===== config.mk =====
export PLATFORM = sky130hd
export DESIGN_NAME = hue_led_pwm_encoder_core
export DESIGN_NICKNAME = d
export VERILOG_FILES = /design/src/hw/rtl/hle_pkg.sv /design/src/hw/rtl/hle_cfg_regs.sv /design/src/hw/rtl/hle_front.sv /design/src/hw/rtl/hle_fifo.sv /design/src/hw/rtl/hle_back.sv /design/src/hw/rtl/hue_led_pwm_encoder_core.sv
export SDC_FILE = /design/constraint.sdc
export NUM_CORES = 2
export LEC_CHECK = 0
export BUFFER_PORTS_ARGS = -buffer_cell sky130_fd_sc_hd__buf_2
export CORE_ASPECT_RATIO = 1.2
export CORE_MARGIN = 4
export CORE_UTILIZATION = 35
export CTS_BUF_LIST = sky130_fd_sc_hd__clkbuf_4
export DETAILED_ROUTE_END_ITERATION = 7
export SETUP_SLACK_MARGIN = 0.1
export SLEW_MARGIN = 30
export SYNTH_ARGS = -nofsm -noshare
export SYNTH_HDL_FRONTEND = slang
export SYNTH_SLANG_ARGS = --single-unit
export TNS_END_PERCENT = 1

===== constraint.sdc =====
create_clock -name clk -period 5.8 [get_ports clk]
set_input_delay 0.87 -clock clk [delete_from_list [all_inputs] [get_ports clk]]
set_output_delay 0.87 -clock clk [all_outputs]
set_load 0.1 [all_outputs]

===== src/hw/rtl/hle_pkg.sv =====
// Shared types, constants and defaults for the hue LED PWM encoder.
package hle_pkg;

  localparam int MAX_LEDS_DEF    = 1024;
  localparam int LUX_MAX_DEF     = 8;
  localparam int SCALE_MUL_DEF   = 17;
  localparam int SCALE_SHIFT_DEF = 2;
  localparam int QUEUE_DEPTH_DEF = 8;

  localparam int IDX_W   = 10;
  localparam int HUE_W   = 16;
  localparam int QUOT_W  = 9;
  localparam int NLED_W  = 11;
  localparam int COLOR_W = 24;

  localparam logic [7:0] UNSET = 8'hFF;

  localparam logic [2:0] REG_LUX      = 3'd0;
  localparam logic [2:0] REG_MODE     = 3'd1;
  localparam logic [2:0] REG_SHIFT    = 3'd2;
  localparam logic [2:0] REG_NUM_LEDS = 3'd3;
  localparam logic [2:0] REG_LOW_DUTY = 3'd4;

  localparam logic [7:0] MODE_RAINBOW = 8'd0;
  localparam logic [7:0] MODE_RED     = 8'd1;
  localparam logic [7:0] MODE_GREEN   = 8'd2;
  localparam logic [7:0] MODE_BLUE    = 8'd3;
  localparam logic [7:0] MODE_NEON    = 8'd4;

  localparam logic [QUOT_W-1:0] HUE_FULL_Q = 9'd360;

  typedef struct packed {
    logic [7:0]        lux;
    logic [7:0]        color_mode;
    logic [7:0]        hue_shift;
    logic [6:0]        low_duty;
    logic [HUE_W-1:0]  step;
    logic              busy;
  } hle_cfg_t;

  typedef struct packed {
    logic               err;
    logic [COLOR_W-1:0] color;
  } hle_item_t;

endpackage


===== src/hw/rtl/hle_cfg_regs.sv =====
// Configuration registers, hue step divider and step product.
module hle_cfg_regs import hle_pkg::*; #(
  parameter int MAX_LEDS = MAX_LEDS_DEF,
  parameter int LUX_MAX  = LUX_MAX_DEF
) (
  input  logic        clk,
  input  logic        rst_n,
  input  logic        psel,
  input  logic        penable,
  input  logic        pwrite,
  input  logic [4:0]  paddr,
  input  logic [31:0] pwdata,
  output logic [31:0] prdata,
  output hle_cfg_t    cfg
);

  localparam logic [7:0]  LUX_MAX_B = 8'(LUX_MAX);
  localparam logic [16:0] MAX_L     = 17'(MAX_LEDS);

  logic [7:0]        lux_r, mode_r, shift_r;
  logic [NLED_W-1:0] num_leds_r;
  logic [6:0]        low_duty_r;
  logic [QUOT_W-1:0] quot_r;
  logic [NLED_W-1:0] rem_r;
  logic [3:0]        div_cnt_r;
  logic              settle_r;
  logic [HUE_W-1:0]  step_r;

  logic              wr;
  logic [2:0]        idx;
  logic [NLED_W-1:0] n_in, n_sat;
  logic [NLED_W:0]   trial;
  logic [16:0]       step_prod;

  assign wr    = psel & penable & pwrite;
  assign idx   = paddr[4:2];
  assign n_in  = pwdata[NLED_W-1:0];
  assign n_sat = ({6'd0, n_in} > MAX_L) ? MAX_L[NLED_W-1:0] : n_in;
  assign trial = {rem_r, HUE_FULL_Q[div_cnt_r - 4'd1]};
  assign step_prod = quot_r * shift_r;

  always_ff @(posedge clk) begin
    if (!rst_n) begin
      lux_r      <= UNSET;
      mode_r     <= UNSET;
      shift_r    <= UNSET;
      num_leds_r <= NLED_W'(1);
      low_duty_r <= 7'd30;
      quot_r     <= HUE_FULL_Q;
      rem_r      <= '0;
      div_cnt_r  <= '0;
      settle_r   <= 1'b1;
    end else begin
      settle_r <= wr | (div_cnt_r == 4'd1);
      if (div_cnt_r != 4'd0) begin
        div_cnt_r <= div_cnt_r - 4'd1;
        if (trial >= {1'b0, num_leds_r}) begin
          rem_r  <= NLED_W'(trial - {1'b0, num_leds_r});
          quot_r <= {quot_r[QUOT_W-2:0], 1'b1};
        end else begin
          rem_r  <= trial[NLED_W-1:0];
          quot_r <= {quot_r[QUOT_W-2:0], 1'b0};
        end
      end
      if (wr) begin
        unique case (idx)
          REG_LUX: begin
            if (pwdata[7:0] <= LUX_MAX_B) lux_r <= pwdata[7:0];
          end
          REG_MODE:  mode_r  <= {5'd0, pwdata[2:0]};
          REG_SHIFT: shift_r <= pwdata[7:0];
          REG_NUM_LEDS: begin
            num_leds_r <= n_sat;
            div_cnt_r  <= 4'(QUOT_W);
            rem_r      <= '0;
            quot_r     <= '0;
          end
          REG_LOW_DUTY: low_duty_r <= pwdata[6:0];
          default: ;
        endcase
      end
    end
  end

  always_ff @(posedge clk) begin
    step_r <= (num_leds_r == '0) ? '0 : step_prod[HUE_W-1:0];
  end

  always_comb begin
    unique case (idx)
      REG_LUX:      prdata = {24'd0, lux_r};
      REG_MODE:     prdata = {24'd0, mode_r};
      REG_SHIFT:    prdata = {24'd0, shift_r};
      REG_NUM_LEDS: prdata = {21'd0, num_leds_r};
      REG_LOW_DUTY: prdata = {25'd0, low_duty_r};
      default:      prdata = '0;
    endcase
  end

  assign cfg.lux        = lux_r;
  assign cfg.color_mode = mode_r;
  assign cfg.hue_shift  = shift_r;
  assign cfg.low_duty   = low_duty_r;
  assign cfg.step       = step_r;
  assign cfg.busy       = settle_r | (div_cnt_r != 4'd0);

endmodule


===== src/hw/rtl/hle_front.sv =====
// Front pipeline: hue product, hue shaping and hue-to-GRB conversion.
module hle_front import hle_pkg::*; #(
  parameter int LUX_MAX     = LUX_MAX_DEF,
  parameter int SCALE_MUL   = SCALE_MUL_DEF,
  parameter int SCALE_SHIFT = SCALE_SHIFT_DEF
) (
  input  logic             clk,
  input  logic             rst_n,
  input  logic             accept,
  input  logic             kind,
  input  logic [IDX_W-1:0] led_index,
  input  hle_cfg_t         cfg,
  output logic             push,
  output hle_item_t        item
);

  localparam logic [7:0]  LUX_MAX_B = 8'(LUX_MAX);
  localparam logic [15:0] M360      = 16'd46604;
  localparam logic [16:0] M63       = 17'd66577;

  function automatic logic [7:0] ramp(input logic [5:0] h);
    logic [13:0] p;
    p = 14'(h * SCALE_MUL);
    return 8'(p >> SCALE_SHIFT);
  endfunction

  function automatic logic [HUE_W-1:0] neon_hue(input logic [3:0] sel);
    logic [HUE_W-1:0] h;
    unique case (sel)
      4'd1, 4'd3: h = 16'd330;
      4'd2, 4'd5: h = 16'd0;
      4'd4, 4'd6: h = 16'd60;
      default:    h = 16'd240;
    endcase
    return h;
  endfunction

  logic             v1_r, v2_r, v3_r, v4_r;
  logic             kind1_r, kind2_r, kind3_r;
  logic             err1_r, err2_r, err3_r, err4_r;
  logic [IDX_W-1:0] idx1_r;
  logic [3:0]       idx2_r;
  logic [HUE_W-1:0] hue1_r, hue2_r, hue3_r;
  logic [7:0]       q360_r;
  logic [10:0]      q63_r;
  logic [COLOR_W-1:0] color4_r;

  logic [25:0]      p1;
  logic [31:0]      p360;
  logic [32:0]      p63;
  logic [HUE_W-1:0] m360, m63, r360, r63, shaped;
  logic [7:0]       r, g, b, sh;
  logic             unset;

  assign p1    = led_index * cfg.step;
  assign unset = (cfg.lux == UNSET) | (cfg.color_mode == UNSET) | (cfg.hue_shift == UNSET);
  assign p360  = hue1_r * M360;
  assign p63   = hue1_r * M63;

  always_comb begin
    m360 = 16'({8'd0, q360_r} * 16'd360);
    m63  = 16'({5'd0, q63_r} * 16'd63);
    r360 = hue2_r - m360;
    r63  = hue2_r - m63;
    if (r360 >= 16'd360) r360 = r360 - 16'd360;
    if (r63 >= 16'd63)   r63  = r63 - 16'd63;
    unique case (cfg.color_mode)
      MODE_RAINBOW: shaped = r360;
      MODE_RED:     shaped = r63;
      MODE_GREEN:   shaped = {10'd0, hue2_r[5:0]} + 16'd90;
      MODE_BLUE:    shaped = {10'd0, hue2_r[5:0]} + 16'd180;
      MODE_NEON:    shaped = neon_hue(idx2_r);
      default:      shaped = hue2_r;
    endcase
  end

  always_comb begin
    r = '0;
    g = '0;
    b = '0;
    priority if (hue3_r <= 16'd60) begin
      r = 8'hFF;
      g = ramp(6'(hue3_r));
    end else if (hue3_r <= 16'd120) begin
      r = ramp(6'(16'd120 - hue3_r));
      g = 8'hFF;
    end else if (hue3_r <= 16'd180) begin
      g = 8'hFF;
      b = ramp(6'(hue3_r - 16'd120));
    end else if (hue3_r <= 16'd240) begin
      g = ramp(6'(16'd240 - hue3_r));
      b = 8'hFF;
    end else if (hue3_r <= 16'd300) begin
      r = ramp(6'(hue3_r - 16'd240));
      b = 8'hFF;
    end else if (hue3_r <= 16'd360) begin
      r = 8'hFF;
      b = ramp(6'(16'd360 - hue3_r));
    end
    sh = LUX_MAX_B - cfg.lux;
    if (sh > 8'd8) sh = 8'd8;
    r = r >> sh;
    g = g >> sh;
    b = b >> sh;
  end

  always_ff @(posedge clk) begin
    if (!rst_n) begin
      v1_r <= 1'b0;
      v2_r <= 1'b0;
      v3_r <= 1'b0;
      v4_r <= 1'b0;
    end else begin
      v1_r <= accept;
      v2_r <= v1_r;
      v3_r <= v2_r;
      v4_r <= v3_r;
    end
  end

  always_ff @(posedge clk) begin
    kind1_r  <= kind;
    err1_r   <= ~kind & unset;
    idx1_r   <= led_index;
    hue1_r   <= p1[HUE_W-1:0];
    kind2_r  <= kind1_r;
    err2_r   <= err1_r;
    idx2_r   <= idx1_r[3:0];
    hue2_r   <= hue1_r;
    q360_r   <= p360[31:24];
    q63_r    <= p63[32:22];
    kind3_r  <= kind2_r;
    err3_r   <= err2_r;
    hue3_r   <= shaped;
    err4_r   <= err3_r;
    color4_r <= kind3_r ? '0 : {g, r, b};
  end

  assign push       = v4_r;
  assign item.err   = err4_r;
  assign item.color = color4_r;

endmodule


===== src/hw/rtl/hle_fifo.sv =====
// Small queue between the front pipeline and the bit serializer.
module hle_fifo import hle_pkg::*; #(
  parameter int WIDTH = 8,
  parameter int DEPTH = QUEUE_DEPTH_DEF
) (
  input  logic             clk,
  input  logic             rst_n,
  input  logic             push,
  input  logic [WIDTH-1:0] din,
  input  logic             pop,
  output logic [WIDTH-1:0] dout,
  output logic             empty
);

  localparam int PTR_W = $clog2(DEPTH);
  localparam int CNT_W = $clog2(DEPTH + 1);

  logic [WIDTH-1:0] mem_r [DEPTH];
  logic [PTR_W-1:0] wr_ptr_r, rd_ptr_r;
  logic [CNT_W-1:0] count_r;

  always_ff @(posedge clk) begin
    if (!rst_n) begin
      wr_ptr_r <= '0;
      rd_ptr_r <= '0;
      count_r  <= '0;
    end else begin
      if (push) wr_ptr_r <= (wr_ptr_r == PTR_W'(DEPTH - 1)) ? '0 : wr_ptr_r + 1'b1;
      if (pop)  rd_ptr_r <= (rd_ptr_r == PTR_W'(DEPTH - 1)) ? '0 : rd_ptr_r + 1'b1;
      if (push && !pop)      count_r <= count_r + 1'b1;
      else if (pop && !push) count_r <= count_r - 1'b1;
    end
  end

  always_ff @(posedge clk) begin
    if (push) mem_r[wr_ptr_r] <= din;
  end

  assign dout  = mem_r[rd_ptr_r];
  assign empty = (count_r == '0);

endmodule


===== src/hw/rtl/hle_back.sv =====
// Bit serializer: 24 duty bytes per LED, MSB first, or one error transaction.
module hle_back import hle_pkg::*; (
  input  logic       clk,
  input  logic       rst_n,
  input  hle_item_t  q_item,
  input  logic       q_empty,
  output logic       q_pop,
  input  logic [6:0] low_duty,
  output logic       out_tvalid,
  input  logic       out_tready,
  output logic [7:0] out_tdata,
  output logic       out_tlast,
  output logic       out_tuser
);

  logic               active_r, err_r;
  logic [COLOR_W-1:0] color_r;
  logic [4:0]         cnt_r;
  logic               valid_r, last_r, status_r;
  logic [7:0]         duty_r;
  logic               advance, emit, done;

  assign advance = ~valid_r | out_tready;
  assign emit    = advance & active_r;
  assign done    = emit & (err_r | (cnt_r == 5'(COLOR_W - 1)));
  assign q_pop   = (~active_r | done) & ~q_empty;

  always_ff @(posedge clk) begin
    if (!rst_n) begin
      active_r <= 1'b0;
      valid_r  <= 1'b0;
    end else begin
      if (advance) valid_r <= active_r;
      if (q_pop)     active_r <= 1'b1;
      else if (done) active_r <= 1'b0;
    end
  end

  always_ff @(posedge clk) begin
    if (emit) begin
      if (err_r) begin
        duty_r   <= '0;
        last_r   <= 1'b1;
        status_r <= 1'b1;
      end else begin
        duty_r   <= color_r[COLOR_W-1] ? {low_duty, 1'b0} : {1'b0, low_duty};
        last_r   <= (cnt_r == 5'(COLOR_W - 1));
        status_r <= 1'b0;
      end
      color_r <= {color_r[COLOR_W-2:0], 1'b0};
      cnt_r   <= cnt_r + 5'd1;
    end
    if (q_pop) begin
      err_r   <= q_item.err;
      color_r <= q_item.color;
      cnt_r   <= '0;
    end
  end

  assign out_tvalid = valid_r;
  assign out_tdata  = duty_r;
  assign out_tlast  = last_r;
  assign out_tuser  = status_r;

endmodule


===== src/hw/rtl/hue_led_pwm_encoder_core.sv =====
// Top level of the hue LED PWM encoder: channels, credit count and checks.
//
// Input stream (in_*): one transaction per LED. in_tuser is the kind (0 render,
// 1 blank), in_tdata[9:0] is the LED index. Output stream (out_*): one
// transaction per duty byte in out_tdata, MSB first in G,R,B order; out_tlast
// marks the 24th byte of an LED; out_tuser is status (1 = lux, color mode or
// hue shift still unset, single transaction with duty 0).
// Throughput: the serializer emits one byte per cycle while out_tready is
// high; the front pipeline takes one LED per cycle while in_tready is high
// and up to QUEUE_DEPTH LEDs may be in flight. A stall on out_tready freezes
// the output register; the front keeps filling the queue until its credits
// run out. Register writes over the APB port (cfg_*) are taken every cycle;
// a num_leds write runs the hue step divider and holds in_tready low until
// the step is recomputed, other writes until the step register reloads.
// Reset (rst_n low, synchronous) restores register defaults and empties
// the queue; in_tready rises the cycle after release.
module hue_led_pwm_encoder_core import hle_pkg::*; #(
  parameter int MAX_LEDS    = MAX_LEDS_DEF,
  parameter int LUX_MAX     = LUX_MAX_DEF,
  parameter int SCALE_MUL   = SCALE_MUL_DEF,
  parameter int SCALE_SHIFT = SCALE_SHIFT_DEF,
  parameter int QUEUE_DEPTH = QUEUE_DEPTH_DEF
) (
  input  logic        clk,
  input  logic        rst_n,
  input  logic        in_tvalid,
  output logic        in_tready,
  input  logic [15:0] in_tdata,     // [9:0] led_index, [15:10] zero
  input  logic        in_tuser,     // [0] kind
  output logic        out_tvalid,
  input  logic        out_tready,
  output logic [7:0]  out_tdata,    // [7:0] duty
  output logic        out_tlast,
  output logic        out_tuser,    // [0] status
  input  logic        cfg_psel,
  input  logic        cfg_penable,
  input  logic        cfg_pwrite,
  input  logic [4:0]  cfg_paddr,
  input  logic [31:0] cfg_pwdata,
  output logic [31:0] cfg_prdata,
  output logic        cfg_pready
);

  localparam int CRED_W = $clog2(QUEUE_DEPTH + 1);

  hle_cfg_t          cfg;
  hle_item_t         f_item, q_item;
  logic              f_push, q_pop, q_empty, in_acc;
  logic [CRED_W-1:0] credits_r;

  assign cfg_pready = 1'b1;
  assign in_acc     = in_tvalid & in_tready;
  assign in_tready  = ~cfg.busy & (credits_r < CRED_W'(QUEUE_DEPTH));

  always_ff @(posedge clk) begin
    if (!rst_n) begin
      credits_r <= '0;
    end else if (in_acc && !q_pop) begin
      credits_r <= credits_r + 1'b1;
    end else if (q_pop && !in_acc) begin
      credits_r <= credits_r - 1'b1;
    end
  end

  hle_cfg_regs #(
    .MAX_LEDS (MAX_LEDS),
    .LUX_MAX  (LUX_MAX)
  ) u_cfg (
    .clk     (clk),
    .rst_n   (rst_n),
    .psel    (cfg_psel),
    .penable (cfg_penable),
    .pwrite  (cfg_pwrite),
    .paddr   (cfg_paddr),
    .pwdata  (cfg_pwdata),
    .prdata  (cfg_prdata),
    .cfg     (cfg)
  );

  hle_front #(
    .LUX_MAX     (LUX_MAX),
    .SCALE_MUL   (SCALE_MUL),
    .SCALE_SHIFT (SCALE_SHIFT)
  ) u_front (
    .clk       (clk),
    .rst_n     (rst_n),
    .accept    (in_acc),
    .kind      (in_tuser),
    .led_index (in_tdata[IDX_W-1:0]),
    .cfg       (cfg),
    .push      (f_push),
    .item      (f_item)
  );

  hle_fifo #(
    .WIDTH ($bits(hle_item_t)),
    .DEPTH (QUEUE_DEPTH)
  ) u_fifo (
    .clk   (clk),
    .rst_n (rst_n),
    .push  (f_push),
    .din   (f_item),
    .pop   (q_pop),
    .dout  (q_item),
    .empty (q_empty)
  );

  hle_back u_back (
    .clk        (clk),
    .rst_n      (rst_n),
    .q_item     (q_item),
    .q_empty    (q_empty),
    .q_pop      (q_pop),
    .low_duty   (cfg.low_duty),
    .out_tvalid (out_tvalid),
    .out_tready (out_tready),
    .out_tdata  (out_tdata),
    .out_tlast  (out_tlast),
    .out_tuser  (out_tuser)
  );

`ifndef SYNTHESIS
  a_credit_bound: assert property (@(posedge clk) disable iff (!rst_n)
    credits_r <= CRED_W'(QUEUE_DEPTH))
    else $error("credit count above queue depth");

  a_busy_blocks_input: assert property (@(posedge clk) disable iff (!rst_n)
    cfg.busy |-> !in_tready)
    else $error("input ready while step is being recomputed");

  a_status_is_last: assert property (@(posedge clk) disable iff (!rst_n)
    (out_tvalid && out_tuser) |-> (out_tlast && out_tdata == 8'd0))
    else $error("error transaction without last or with nonzero duty");

  a_pop_needs_credit: assert property (@(posedge clk) disable iff (!rst_n)
    q_pop |-> (credits_r != '0))
    else $error("queue pop without an outstanding transaction");
`endif

endmodule


==> flow_summary.yaml <==
cts:
  cts_tree: "built"
  post_cts_buffers: 0
  cts-root-buf: "clkbuf_4"
  cts_hold_buf: 0
  clk_pin_slew_ns: 0.07
  cts_buffers: 118
  clock_latency_ns: 0.91
  cts.sinks: 448
  htreeDepth: 3
  clock_path_buffers: 3
placed_design:
  gp_congestion: 0.839
  io_buffer_count: 54
  dp.final_hpwl_um: 56800
routing:
  vias_per_cell: 4.88
  routed_wl_um: 75200
  first_iter_violations: 1057
  post_drt_wl_per_cell_um: 15.9
  drt_first_pass_iters: 7
  ant_nets: 0
  vias: 23100
  drc: 0
floorplan:
  initial_core_util_pct: 35.4
  fp.dieH_um: 348
  io_pins: 106
  core-area_sq_mm: 0.0956
  die_w_um: 292
  die_area_sq_mm: 0.102
  fp-row-count: 124
timing:
  drv_slew: 0
  setup_viol: 0
  relSlewSlack_pct: 35.2
  setup_tns_ns: 0
  fmaxAchievable_ghz: 0.185
  hold_viol_final: 0
  worst_pin_slew_ns: 0.971
  rsz0062_at_grt: "true"
  timing.final.crit_period_ns: 5.40
  skew_ns: 0.0912
  finalCritPeriodShare_pct: 93.0
critical_path:
  crit_family: "adder cells"
  crit_fanout: 10
  path_cells: "inv_1 > fa_1 > inv_1 > fa_1 > fa_1 > fa_1 > inv_1 > ha_2 > a21oi_1 > a21oi_1 > a211o_1 > a2111oi_2 > a311oi_2 > nand2_2 > nor2_1 > buf_4 > a211oi_1 > xor2_1 > o221ai_1"
  crit_type: "reg2reg"
  crit_buf_inv: 4
  start_kind: "flip-flop"
  r2r-start: "u_front.q63_r[8]$_DFF_P_"
  crit_cells: 19
  worstRegToRegCells: 19
  cpMostUsedCell: "fa_1"
  crit_required_ns: 6.55
  critPathCaptureType: "flip-flop"
  crit_start: "u_front.q63_r[8]$_DFF_P_"
  slowest_delay_ns: 0.57
  cp_slowest_cell: "fa_1"
  arrival_ns: 6.14
yosys:
  synth_ff_type: "edfxtp_1"
  syn_area_sq_mm: 0.0338
  syn_inst: 3245
  async_flop_share_pct: 0
  synth_seq_cells: 448
  ys_seq_area_share_pct: 33.5
  syn_area_per_cell_sq_um: 10.4
  ys_warn_count: 0
  synth_edf_count: 235
  ys_types: 83
layout:
  final_common_cell: "inv_1"
  nNetsFinal: 4046
  syn2layout_area_growth_pct: 10.6
  fin_util_pct: 39.1
  mostFrequentLayoutCells: "inv_1 (452), ha_1 (388), nand2_1 (260)"
  drive_gt1_share_pct: 12.3
global_route:
  grt.overflow.total: 0
  antenna_found_initial: 13
  grt_max_degree: 61
  grt_pass1_wl_um: 123000
  grt_usage_pct: 14.8
  grt_pass1_vias: 24100
min_path:
  hp-class: "in2reg"
  min_path_cells: 1
  hold_path.startpoint: "in_tuser"
run_status:
  outcome: "finished, final reports clean"
job:
  max-cap-violations: 0
stage by stage:
| stage | instances | hold slack (ns) | cell area (sq um) | worst slack (ns) |
|---|---|---|---|---|
| 4_1_cts | 4721 | 0.0771 | 37300 | 0.118 |
| 3_3_place_gp | 4500 | 0.312 | 35600 | 0.0720 |
| 6_report | 4730 | 0.173 | 37400 | 0.404 |
| 5_1_grt | 4725 | 0.0858 | 37400 | 0.0698 |
| 2_1_floorplan | 3265 | 0.310 | 33900 | 0.256 |
| 3_5_place_dp | 4500 | 0.314 | 35600 | 0.0477 |
final cells by class:
type,instances,area (sq um)
Inverter,456,1710
Clock buffer,175,1310
Fill cell,9504,58200
Antenna cell,9,22.5
Tap cell,1260,1580
Clock inverter,46,363
Multi-Input combinational cell,2223,20300
Timing Repair Buffer,113,721
Sequential cell,448,11300
state kept, by name (all words and copies together), names as in the netlist, 4 cells and up, named ones only:
signal / flops
u_fifo.mem_r: 200
u_back.color_r: 24
u_front.color4_r: 24
u_cfg.step_r: 16
u_front.hue1_r: 16
u_front.hue2_r: 16
u_front.hue3_r: 16
u_cfg.num_leds_r: 11
u_cfg.rem_r: 11
u_front.q63_r: 11
u_cfg.quot_r: 9
u_back.out_tdata: 8
u_cfg.lux_r: 8
u_cfg.shift_r: 8
u_front.q360_r: 8
u_cfg.low_duty_r: 7
u_back.cnt_r: 5
credits_r: 4
u_cfg.div_cnt_r: 4
u_cfg.mode_r: 4
u_fifo.count_r: 4
u_front.idx1_r: 4
u_front.idx2_r: 4
synth_stat cells (all sizes together), types with 16 or more instances:
master,instances,area share (%)
o22ai,17,0.33
nand3,46,0.68
and2,122,2.3
a21oi,99,1.5
nor2b,36,0.67
clkbuf,103,1.1
a21boi,20,0.44
xnor2,113,3.0
nand2b,20,0.37
a21o,26,0.58
a31oi,18,0.33
edfxtp,235,21
mux2i,95,2.8
or3,17,0.31
o211ai,19,0.44
ha,390,14
a211oi,20,0.48
xor2,48,1.2
nor4,19,0.40
fa,235,14
dfxtp,213,13
buf,35,0.67
nand2,264,2.9
o21ai,131,1.9
inv,454,5.0
mux4,53,3.5
nor2,160,1.8
nor3,44,0.68
and3,16,0.30
kinds of logic (layout without fill, tap and decap cells):
kind of cell	after synthesis	after routing	share of synthesized area, %
AND/OR/NAND/NOR	798	798	11.6
adder cells (fa/ha/maj)	625	625	28.4
buffers and inverters	594	790	6.88
AO/OA/AOI/OAI	457	457	8.71
flip-flops	448	448	33.5
XOR/XNOR	161	161	4.20
multiplexers	160	160	6.75
other	2	31	0.0222
per-layer routing:
layer  vias to the layer above  global-route usage, %  wire [um]
met1                     11200                   17.6      31300
li1                      11300                      -          -
met2                       415                   26.2      37900
met4                         6                   5.06       2120
met5                         -                      0         41
met3                       139                   3.32       3790
timing repair:
action                                  4_1_cts  5_1_grt
resized for setup                             1       21
endpoints found under the setup margin        1       18
pin swaps                                     0        3
worst paths after layout:
check                          endpoint  slack (ns)
min reg2reg      u_front.err3_r$_DFF_P_        0.29
min             u_front.kind1_r$_DFF_P_        0.17
max          u_front.hue3_r[13]$_DFF_P_        0.40
max reg2reg  u_front.hue3_r[13]$_DFF_P_        0.40
Power is left out: the tool's default activity adds up to more than one toggle a clock period on the data nets, which glitch-free logic cannot reach.
